$ cat src/rtl/core/adcseq_pkg.sv
// Shared types and constants for the ADC conversion sequencer.
package adcseq_pkg;

  // Longest channel list a chain run can walk through.
  localparam int unsigned MaxChain     = 8;
  // Bits of a channel number that reach the converter.
  localparam int unsigned ChannelBits  = 5;
  // Width of one channel entry in the packed scan list.
  localparam int unsigned ChanFieldW   = 5;
  localparam int unsigned ScanListW    = MaxChain * ChanFieldW;
  localparam int unsigned ScanLenW     = 4;
  localparam int unsigned ChainPosW    = 3;
  localparam int unsigned TickW        = 16;
  localparam int unsigned SampleW      = 10;
  localparam int unsigned CfgIndexW    = 2;
  localparam int unsigned CfgDataW     = 40;
  localparam int unsigned InDataW      = 16;
  localparam int unsigned OutDataW     = 24;

  typedef enum logic [1:0] {
    OP_START_SINGLE = 2'd0,
    OP_START_CHAIN  = 2'd1,
    OP_CONV_DONE    = 2'd2,
    OP_TICK         = 2'd3
  } opcode_e;

  typedef enum logic [1:0] {
    ST_OK        = 2'd0,
    ST_BUSY      = 2'd1,
    ST_TIMEOUT   = 2'd2,
    ST_IDLE_DONE = 2'd3
  } status_e;

  typedef enum logic [1:0] {
    MODE_SINGLE = 2'd0,
    MODE_TIMED  = 2'd1,
    MODE_CHAIN  = 2'd2
  } run_mode_e;

  typedef enum logic [CfgIndexW-1:0] {
    REG_EIGHT_BIT    = 2'd0,
    REG_TIMEOUT      = 2'd1,
    REG_SCAN_LENGTH  = 2'd2,
    REG_SCAN_LIST    = 2'd3
  } cfg_reg_e;

  // One result beat, highest field first.
  typedef struct packed {
    logic                 busy_res;
    logic                 notify;
    logic [ChainPosW-1:0] result_index;
    logic [SampleW-1:0]   result_value;
    logic                 result_valid;
    logic [ChanFieldW-1:0] start_channel;
    logic                 start_valid;
    status_e              status;
  } result_t;

endpackage

$ cat src/rtl/core/adc_conversion_sequencer_core.sv
// ADC conversion sequencer: command stream in, one status/result beat out per command.
//
// Usage:
// Commands arrive on the s_axis channel: tuser carries the opcode (start single,
// start chain, conversion complete, tick) and tdata carries channel, timed flag and
// the raw 10-bit sample. Every accepted beat yields exactly one beat on m_axis,
// where tuser holds the status code and tdata the start request, the converted
// sample with its chain index, notify and the busy flag after the command.
// Configuration (eight-bit mode, timeout limit, scan length, scan channel list) is
// written through the cfg channel, which is always ready; write it only while the
// block is idle.
// The input register takes an accepted beat and the compute stage moves its result
// to the output register. Throughput is one beat per cycle unless m_axis stalls:
// the single compute stage updates the sequencer state and loads the output register,
// so back-to-back commands see each other's state updates.
// When m_axis stalls, the output register holds its beat and the input register
// keeps one more; s_axis_tready drops only when both are full.
// Reset clears the run state to idle and loads the register defaults (ten-bit
// samples, timeout 65535, scan length 1, all list entries channel 0).
module adc_conversion_sequencer_core (
  input  logic                              clk_i,
  input  logic                              rst_ni,
  // Command stream.
  input  logic                              s_axis_tvalid_i,
  output logic                              s_axis_tready_o,
  // tdata: channel[4:0], timed[5], sample[15:6].
  input  logic [adcseq_pkg::InDataW-1:0]    s_axis_tdata_i,
  // tuser: opcode[1:0].
  input  logic [1:0]                        s_axis_tuser_i,
  // Result stream.
  output logic                              m_axis_tvalid_o,
  input  logic                              m_axis_tready_i,
  // tdata: start_valid[0], start_channel[5:1], result_valid[6], result_value[16:7],
  //        result_index[19:17], notify[20], busy_res[21], zero padding[23:22].
  output logic [adcseq_pkg::OutDataW-1:0]   m_axis_tdata_o,
  // tuser: status[1:0].
  output logic [1:0]                        m_axis_tuser_o,
  // Configuration writes.
  input  logic                              cfg_valid_i,
  output logic                              cfg_ready_o,
  input  logic [adcseq_pkg::CfgIndexW-1:0]  cfg_index_i,
  input  logic [adcseq_pkg::CfgDataW-1:0]   cfg_data_i
);
  import adcseq_pkg::*;

  localparam logic [ChanFieldW-1:0] ChanMask = ChanFieldW'((1 << ChannelBits) - 1);
  localparam logic [ScanLenW-1:0]   MaxLen   = ScanLenW'(MaxChain);

  // Configuration registers.
  logic                  eight_bit_q;
  logic [TickW-1:0]      timeout_q;
  logic [ScanLenW-1:0]   scan_len_q;
  logic [ScanListW-1:0]  scan_list_q;

  // Sequencer state.
  logic                  busy_q, busy_d;
  run_mode_e             mode_q, mode_d;
  logic [ChainPosW-1:0]  chain_pos_q, chain_pos_d;
  logic [TickW-1:0]      tick_q, tick_d;

  // Input register.
  logic                  in_valid_q;
  opcode_e               in_op_q;
  logic [ChanFieldW-1:0] in_chan_q;
  logic                  in_timed_q;
  logic [SampleW-1:0]    in_sample_q;

  // Output register.
  logic                  out_valid_q;
  result_t               out_q, res_d;

  logic                  out_ready;
  logic                  step;
  logic                  in_take;

  // The compute stage moves one command into the output register when it can.
  assign out_ready       = !out_valid_q || m_axis_tready_i;
  assign step            = in_valid_q && out_ready;
  assign s_axis_tready_o = !in_valid_q || out_ready;
  assign in_take         = s_axis_tvalid_i && s_axis_tready_o;
  assign cfg_ready_o     = 1'b1;

  // Configuration write decode.
  always_ff @(posedge clk_i or negedge rst_ni) begin
    if (!rst_ni) begin
      eight_bit_q <= 1'b0;
      timeout_q   <= '1;
      scan_len_q  <= ScanLenW'(1);
      scan_list_q <= '0;
    end else if (cfg_valid_i) begin
      unique case (cfg_reg_e'(cfg_index_i))
        REG_EIGHT_BIT:   eight_bit_q <= cfg_data_i[0];
        REG_TIMEOUT:     timeout_q   <= cfg_data_i[TickW-1:0];
        REG_SCAN_LENGTH: scan_len_q  <= cfg_data_i[ScanLenW-1:0];
        REG_SCAN_LIST:   scan_list_q <= cfg_data_i[ScanListW-1:0];
        default: ;
      endcase
    end
  end

  // Effective chain length: zero counts as one, long lists are clipped.
  logic [ScanLenW-1:0]   eff_len;
  logic [ScanLenW-1:0]   next_pos;
  logic [TickW:0]        tick_inc;
  logic [TickW-1:0]      limit;

  assign eff_len  = (scan_len_q == '0) ? ScanLenW'(1) :
                    (scan_len_q > MaxLen) ? MaxLen : scan_len_q;
  assign next_pos = ScanLenW'(chain_pos_q) + ScanLenW'(1);
  assign tick_inc = {1'b0, tick_q} + (TickW+1)'(1);
  assign limit    = (timeout_q == '0) ? TickW'(1) : timeout_q;

  always_comb begin
    busy_d      = busy_q;
    mode_d      = mode_q;
    chain_pos_d = chain_pos_q;
    tick_d      = tick_q;
    res_d       = '0;
    res_d.status = ST_OK;

    case (in_op_q) inside
      OP_START_SINGLE, OP_START_CHAIN: begin
        if (busy_q) begin
          res_d.status = ST_BUSY;
        end else begin
          busy_d            = 1'b1;
          tick_d            = '0;
          chain_pos_d       = '0;
          res_d.start_valid = 1'b1;
          if (in_op_q == OP_START_SINGLE) begin
            mode_d              = in_timed_q ? MODE_TIMED : MODE_SINGLE;
            res_d.start_channel = in_chan_q & ChanMask;
          end else begin
            mode_d              = MODE_CHAIN;
            res_d.start_channel = scan_list_q[ChanFieldW-1:0] & ChanMask;
          end
        end
      end
      OP_CONV_DONE: begin
        if (!busy_q) begin
          res_d.status = ST_IDLE_DONE;
        end else begin
          res_d.result_valid = 1'b1;
          res_d.result_value = eight_bit_q ? (in_sample_q >> 2) : in_sample_q;
          if (mode_q == MODE_CHAIN) begin
            res_d.result_index = chain_pos_q;
            if (next_pos < eff_len) begin
              chain_pos_d         = next_pos[ChainPosW-1:0];
              res_d.start_valid   = 1'b1;
              res_d.start_channel =
                scan_list_q[int'(next_pos[ChainPosW-1:0])*ChanFieldW +: ChanFieldW]
                & ChanMask;
            end else begin
              chain_pos_d  = '0;
              busy_d       = 1'b0;
              res_d.notify = 1'b1;
            end
          end else begin
            busy_d       = 1'b0;
            tick_d       = '0;
            res_d.notify = 1'b1;
          end
        end
      end
      default: begin
        // Ticks only matter to a running timed single conversion.
        if (busy_q && mode_q == MODE_TIMED) begin
          if (tick_inc >= {1'b0, limit}) begin
            res_d.status = ST_TIMEOUT;
            busy_d       = 1'b0;
            tick_d       = '0;
          end else begin
            tick_d = tick_inc[TickW-1:0];
          end
        end
      end
    endcase

    res_d.busy_res = busy_d;
  end

  // Sequencer state and handshake flags.
  always_ff @(posedge clk_i or negedge rst_ni) begin
    if (!rst_ni) begin
      busy_q      <= 1'b0;
      mode_q      <= MODE_SINGLE;
      chain_pos_q <= '0;
      tick_q      <= '0;
      in_valid_q  <= 1'b0;
      out_valid_q <= 1'b0;
    end else begin
      if (step) begin
        busy_q      <= busy_d;
        mode_q      <= mode_d;
        chain_pos_q <= chain_pos_d;
        tick_q      <= tick_d;
      end
      if (s_axis_tready_o) begin
        in_valid_q <= s_axis_tvalid_i;
      end
      if (out_ready) begin
        out_valid_q <= in_valid_q;
      end
    end
  end

  // Payload registers carry no reset.
  always_ff @(posedge clk_i) begin
    if (in_take) begin
      in_op_q     <= opcode_e'(s_axis_tuser_i);
      in_chan_q   <= s_axis_tdata_i[4:0];
      in_timed_q  <= s_axis_tdata_i[5];
      in_sample_q <= s_axis_tdata_i[15:6];
    end
    if (step) begin
      out_q <= res_d;
    end
  end

  assign m_axis_tvalid_o = out_valid_q;
  assign m_axis_tuser_o  = out_q.status;
  assign m_axis_tdata_o  = {2'b00, out_q.busy_res, out_q.notify, out_q.result_index,
                            out_q.result_value, out_q.result_valid,
                            out_q.start_channel, out_q.start_valid};

  // The sequencer only leaves a run when a command is processed.
  assert property (@(posedge clk_i) disable iff (!rst_ni)
    $fell(busy_q) |-> $past(step))
    else $error("busy dropped without a processed command");

  // An idle sequencer always rests at the head of the channel list.
  assert property (@(posedge clk_i) disable iff (!rst_ni)
    !busy_q |-> chain_pos_q == '0)
    else $error("chain position not cleared while idle");

  // A finished run leaves the sequencer idle.
  assert property (@(posedge clk_i) disable iff (!rst_ni)
    (step && res_d.notify) |=> !busy_q)
    else $error("still busy after notify");

  // The reported busy flag matches the state the command left behind.
  assert property (@(posedge clk_i) disable iff (!rst_ni)
    step |=> out_q.busy_res == busy_q)
    else $error("busy_res disagrees with sequencer state");

endmodule

$ cat config.mk
export PLATFORM = sky130hd
export DESIGN_NAME = adc_conversion_sequencer_core
export DESIGN_NICKNAME = d
export VERILOG_FILES = /design/src/rtl/core/adcseq_pkg.sv /design/src/rtl/core/adc_conversion_sequencer_core.sv
export SDC_FILE = /design/constraint.sdc
export NUM_CORES = 1
export LEC_CHECK = 0
export BUFFER_PORTS_ARGS = -buffer_cell sky130_fd_sc_hd__buf_2
export CAP_MARGIN = 20
export CORE_AREA = 2 2 115 117
export CTS_CLUSTER_DIAMETER = 30
export DETAILED_ROUTE_END_ITERATION = 8
export DIE_AREA = 0 0 117 119
export GPL_TIMING_DRIVEN = 0
export HOLD_SLACK_MARGIN = 0.12
export PLACE_DENSITY_LB_ADDON = 0.1
export SLEW_MARGIN = 20
export SYNTH_ARGS = -nofsm -noshare
export SYNTH_HDL_FRONTEND = slang
export SYNTH_SLANG_ARGS = --single-unit
$ cat constraint.sdc
create_clock -name clk_i -period 3.6 [get_ports clk_i]
set_input_delay 0.36 -clock clk_i [delete_from_list [all_inputs] [get_ports clk_i]]
set_output_delay 0.36 -clock clk_i [all_outputs]
set_load 0.01 [all_outputs]
==> run metrics, run 1 <==
crit path time final roughly 3400 ps; Distinct cells, synth 52; CTS tree yes; YS warnings 0; WL final 13.8 mm; Lkg Pwr about 3.4 nW; Final Util 0.601; number of synthesized flops with an enable pin 42; P_int between 0.003 and 0.004 W; Final Hold Vio Count 0; pwr/cell area approximately 620 nW/um^2; row cnt 42; Comb pwr share 0.223; sequential cell fraction of total power 0.397; CP delay by family, top simple AND/OR/NAND/NOR gates; simple-gate share of the synthesized area 0.110; P_sw between 0.001 and 0.0015 W; delay of the slowest cell on the worst path roughly 430 ps; Worst-Skew Late Latency between 400 and 500 ps; WS Path Type flop to flop; ranking of synthesized cells by area dfrtp_1 (28%), edfxtp_1 (20%), mux2_2 (11%); Clock Tree Root clkbuf_16; Max clock buf depth 2; Worst setup EP type flop; Max VDD drop ~0.00038 V; Async SR Flop Fraction 0.669; Total Power ~0.0048 W; Post-synth top cells dfrtp_1 (68), mux2_2 (62), nand2_1 (45), edfxtp_1 (42), inv_1 (26); post-route setup TNS 0 ps; crit-path cells and3_1 -> nand4_1 -> or3_1 -> xnor2_1 -> ha_1 -> nand3_1 -> or3_4 -> o41ai_4 -> nor4b_4 -> and2_1 -> a32o_1; Mapped Area just over 6000 sq um; maxcap violations 0; filler cell count approximately 1000; Post-Synthesis Cells between 400 and 500; initial antenna violation count 2; DR vias between 4000 and 5000; Buf/Inv on CP 0; share of cells above drive strength 1 0.367; startpoint types flop; clock sinks between 100 and 150; CORE AREA 12900 sq um; Post-synth top flop dfrtp_1; final setup violation count 0; post-route cell area about 7700 sq um; DR pass1 iterations 5; ant diodes 0; Antenna Violating Nets Remaining 0; largest net degree at the start of global routing 53; total track usage 0.221; H-tree depth 4; Ports 94; vias per cell ~5.2; compound-gate portion of the synthesized area 0.0645; Slowest-stage cell, CP dfrtp_1; post-DR wirelength/cell about 17 microns; post-synthesis mux area share 0.180; vias in the first global route 4494; Max FO, Critical Path 7; clock buffer count from CTS 17; xor/xnor cell area share of the yosys netlist 0.0199; switch share 0.276; grt ovf 0; global-route wire length before repair 22.8 mm; Tcrit/Tclk final 0.951; routability congestion estimate approximately 0.86; register area 3410 sq um; Die Wd between 100 and 150 microns; placed standard-cell area roughly 6900 sq um; area growth from synthesis to layout 25.4%; Clock Power Share 0.380; Worst Skew 6.47 ps; sequential cell area fraction in the yosys report 0.553; Final HPWL DP 9.81 mm; RSZ-0062 raised after global routing false; Multi-input gate area 2600 sq um; adder-cell share of the synthesized area 0.0426; Non-Filler Instances about 800; fin nets 700; Req. time, crit path between 3000 and 4000 ps; status finished clean; 1st-iter DRT viols approximately 170; DIE AREA 13900 sq um; final max-slew violation count 0; Hold Crit Class primary input to flop; Initial Util 0.479; Rel. slew slack 0.364; Syn Area/Cell around 13 sq um; fmax 292 MHz; Die H 119 microns; Synth Register Bits 127; placed cells 750; largest family of logic cells by synthesized area multiplexers; Clock transition at path regs roughly 50 ps; Crit path arrival time between 3000 and 4000 ps; Slew @ Worst Pin ~950 ps; most frequent cell after synthesis dfrtp_1; area fraction of the dominant cell type after synthesis 0.276; Synth area leader dfrtp_1; DRC errors left 0; I/O Buffers 90
## per-stage QoR
step	hold slack [ps]	setup WS (ps)
after floorplan	64.4	462
after global placement	473	95.0
after detailed placement	343	45.2
after CTS	134	15.5
after global routing	151	5.60
final	139	177
## repair_timing
item | 4_1_cts | 5_1_grt
hold endpoints to repair | 38 | 0
hold buffers | 19 | 0
pin swaps | 0 | 2
gates resized for setup | 1 | 4
setup buffers | 0 | 2
cloned | 0 | 0
setup endpoints to repair | 3 | 19
## path summary, 6_finish.rpt
check                                  startpoint                          end  slack (ps)  cells after the start
max reg2reg                 tick_q[9]$_DFFE_PN0P_        tick_q[7]$_DFFE_PN0P_         180                     11
min in group asynchronous                  rst_ni        tick_q[4]$_DFFE_PN0P_         440                      2
max                         tick_q[9]$_DFFE_PN0P_        tick_q[7]$_DFFE_PN0P_         180                     11
min                               s_axis_tvalid_i       in_valid_q$_DFFE_PN0N_         140                      2
max in group asynchronous                  rst_ni     timeout_q[0]$_DFFE_PN1P_        2490                      3
min reg2reg                in_valid_q$_DFFE_PN0N_  m_axis_tvalid_o$_DFFE_PN0P_         490                      1
## routing by layer
metal,GRT usage,routed length (microns),up-vias
met5,0,11,-
met4,0.0831,346,2
met3,0.0743,673,23
met2,0.353,6780,90
met1,0.278,5970,2066
li1,-,-,2026
## registers in the layout (all words and copies together) (netlist names)
register and cells:
tick_q 16, in_op_q 2, busy_q 1, eight_bit_q 1, m_axis_tvalid_o 1, chain_pos_q 3
in_chan_q 5, in_valid_q 1, mode_q 2, in_timed_q 1, timeout_q 16, m_axis_tuser_o 2
scan_len_q 4, scan_list_q 40, in_sample_q 10, m_axis_tdata_o 22
## layout by cell type, fill, tap and decap left out, types with 5 or more instances in the layout
cell type,count
a21oi_1,9
and2_1,8
and3_1,8
buf_1,7
buf_2,91
buf_4,6
clkbuf_1,9
clkbuf_16,19
dfrtp_1,67
dfstp_2,17
dlygate4sd3_1,19
edfxtp_1,42
ha_1,20
inv_1,25
mux2_2,62
mux2i_1,19
mux4_2,10
nand2_1,44
nand2b_1,7
nand3_1,9
nor2_1,16
o21ai_0,14
o22ai_1,9
xnor2_1,9
xor2_1,5
## layout make-up
class | instances | share of cell area
timing repair buffer | 112 | 0.0886
sequential | 127 | 0.441
buffer | 18 | 0.0105
tap | 176 | 0.0285
inverter | 26 | 0.0126
clock buffer | 24 | 0.0665
multi-input combinational | 312 | 0.337
clock inverter | 8 | 0.0158
## power by group through the flow
stage | logic [W] | clock network, W | registers, W
5_1_grt | 0.00121 | 0.00193 | 0.00195
6_report | 0.00108 | 0.00183 | 0.00192
3_3_place_gp | 0.00103 | 0 | 0.00194
2_1_floorplan | 0.000756 | 0 | 0.00190
3_5_place_dp | 0.00107 | 0 | 0.00195
4_1_cts | 0.00109 | 0.00186 | 0.00192
## kinds of logic after synthesis
group           after synthesis
buf+inv                      44
compound gates               58
other cells                   2
fa+ha+maj                    21
flops                       127
xor+xnor                     14
simple gates                125
mux                          91
Note: power is estimated with default switching activity, not from simulation.
==> inputs of run 2 (changes only) <==
--- a/config.mk
+++ b/config.mk
@@ -14,6 +14,7 @@
 export GPL_TIMING_DRIVEN = 0
 export HOLD_SLACK_MARGIN = 0.12
 export PLACE_DENSITY_LB_ADDON = 0.1
+export SETUP_SLACK_MARGIN = 0.5
 export SLEW_MARGIN = 20
 export SYNTH_ARGS = -nofsm -noshare
 export SYNTH_HDL_FRONTEND = slang
==> run metrics, run 2 (synthesis results as in run 1) <==
Largest register FFs 40 (unchanged); delay of the slowest cell on the worst path 430 ps (about the same); Max clock buf depth 2 (unchanged); Initial Util 0.479 (unchanged); grt ovf 0 (unchanged); post-DR wirelength/cell 17.4 microns (was 17.2 microns); Final Hold Vio Count 0 (unchanged); final setup violation count 0 (unchanged); Worst-Skew Late Latency 420 ps (was 430 ps); Worst setup EP type flop (unchanged); Buf/Inv on CP 2 (was 0); setup ws final 491 ps (was 177 ps); Die Wd 117 microns (unchanged); vias per cell 5.22 (was 5.24); Ports 94 (unchanged); DR vias 4293 (was 4207); maxcap violations 0 (unchanged); Die H 119 microns (unchanged); Hold Crit Class primary input to flop (unchanged); CP delay by family, top simple AND/OR/NAND/NOR gates (unchanged); Crit path arrival time 3400 ps (was 3730 ps); Final Util 0.623 (was 0.601); RSZ-0062 raised after global routing true (was false); row cnt 42 (unchanged); status finished clean (unchanged); crit path time final 3110 ps (was 3420 ps); crit-path most repeated cell or3_4; Lkg Pwr 3.57 nW (was 3.45 nW); vias in the first global route 4514 (was 4494); crit-path cells and4_4 -> nand4_1 -> or3_4 -> xnor2_4 -> ha_4 -> nand3_2 -> or3_4 -> o41ai_4 -> buf_4 -> nor4b_4 -> buf_6 -> a31o_1 -> a32o_1 (was and3_1 -> nand4_1 -> or3_1 -> xnor2_1 -> ha_1 -> nand3_1 -> or3_4 -> o41ai_4 -> nor4b_4 -> and2_1 -> a32o_1); 1st-iter DRT viols 193 (was 165); Total Power 0.00472 W (was 0.00483 W); I/O Buffers 90 (unchanged); Clock transition at path regs 60 ps (was 50 ps); initial antenna violation count 1 (was 2); Worst Skew 6.11 ps (was 6.47 ps); Slowest-stage cell, CP or3_4 (was dfrtp_1); DR pass1 iterations 4 (was 5); leading cell type in the layout, fill and taps excluded buf_2 (unchanged); Clock Tree Root clkbuf_16 (unchanged); Max VDD drop 0.000407 V (was 0.000379 V); clock buffer count from CTS 17 (unchanged); Req. time, crit path 3890 ps (was 3910 ps); fmax 322 MHz (was 292 MHz); startpoint types flop (unchanged); area growth from synthesis to layout 29.9% (was 25.4%); total track usage 0.221 (about the same); clock sinks 127 (unchanged); most frequent cells in the layout buf_2 (92), dfrtp_1 (66), mux2_2 (62) (was buf_2 (91), dfrtp_1 (67), mux2_2 (62)); largest net degree at the start of global routing 58 (was 53); WL final 14.3 mm (was 13.8 mm); Final HPWL DP 9.84 mm (was 9.81 mm); pwr/cell area 589 nW/um^2 (was 625 nW/um^2); CTS tree yes (unchanged); Antenna Violating Nets Remaining 0 (unchanged); CORE AREA 12900 sq um (unchanged); placed cells 750 (unchanged); post-place setup slack 73.9 ps (was 45.2 ps); Rel. slew slack 0.306 (was 0.364); H-tree depth 4 (unchanged); fin nets 720 (was 700); Tcrit/Tclk final 0.864 (was 0.951); share of cells above drive strength 1 0.428 (was 0.367); Max FO, Critical Path 6 (was 7); Non-Filler Instances 823 (was 803); WS Path Type flop to flop (unchanged); ant diodes 0 (unchanged); routability congestion estimate 0.869 (was 0.860); largest reg by FF count scan_list_q (unchanged); global-route wire length before repair 23.0 mm (was 22.8 mm); post-route setup TNS 0 ps (unchanged); Slew @ Worst Pin 1040 ps (was 948 ps); final max-slew violation count 0 (unchanged); DRC errors left 0 (unchanged); DIE AREA 13900 sq um (unchanged)
[run 2: changes by cell type in the layout (fill, tap and decap cells not counted), moves of 4 or more]
| cell | change |
|---|---|
| buf_4 | +16 |
| buf_6 | +5 |
| nand3_1 | -4 |
| nand3_2 | +4 |
| xnor2_1 | -4 |
[run 2: area by class of cell]
cell class | instances | area (sq um)
Buffer | 18 | 82.6
Clock buffer | 21 | 450
Clock inverter | 11 | 115
Fill cell | 1042 | 4860
Inverter | 26 | 97.6
Multi-Input combinational cell | 313 | 2800
Sequential cell | 127 | 3410
Tap cell | 176 | 220
Timing Repair Buffer | 131 | 842
[run 2: final timing paths]
path                            cells past startpoint                          end  slack, ps                         from
worst min-delay path                                1     in_sample_q[3]$_DFFE_PP_        140            s_axis_tdata_i[9]
worst max register to register                     13        tick_q[7]$_DFFE_PN0P_        490        tick_q[5]$_DFFE_PN0P_
worst max-delay path                               13        tick_q[7]$_DFFE_PN0P_        490        tick_q[5]$_DFFE_PN0P_
worst min register to register                      1  scan_list_q[18]$_DFFE_PN0P_        500  scan_list_q[18]$_DFFE_PN0P_
min in group asynchronous                           2        tick_q[5]$_DFFE_PN0P_        430                       rst_ni
max in group asynchronous                           3    scan_len_q[0]$_DFFE_PN1P_       2500                       rst_ni
[run 2: metal layers]
metal / vias to the layer above / routed length, microns / track usage
met5: - / 11 / 0
met4: 2 / 159 / 0.0662
met3: 13 / 756 / 0.0621
met2: 119 / 7210 / 0.358
met1: 2105 / 6180 / 0.289
li1: 2054 / - / -
[run 2: stage by stage]
step / hold WS [ps] / area [sq um]
after floorplan: 64.4 / 6170
after global placement: 475 / 6850
after detailed placement: 326 / 6880
after CTS: 121 / 7840
after global routing: 122 / 8020
final: 137 / 8020
[run 2: timing repair]
item                                    4_1_cts  5_1_grt
resized for setup                            21       26
gates cloned                                  1        0
hold buffers                                 17        0
buffers inserted                             20        3
endpoints found under the setup margin       19       19
endpoints found under the hold margin        44        0
pin swaps                                    25       21
[run 2: report_power, final]
part | switching, W | internal, W | total, W
logic | 0.000585 | 0.000572 | 0.00116
registers | 0.000157 | 0.00176 | 0.00192
clock network | 0.000618 | 0.00103 | 0.00165
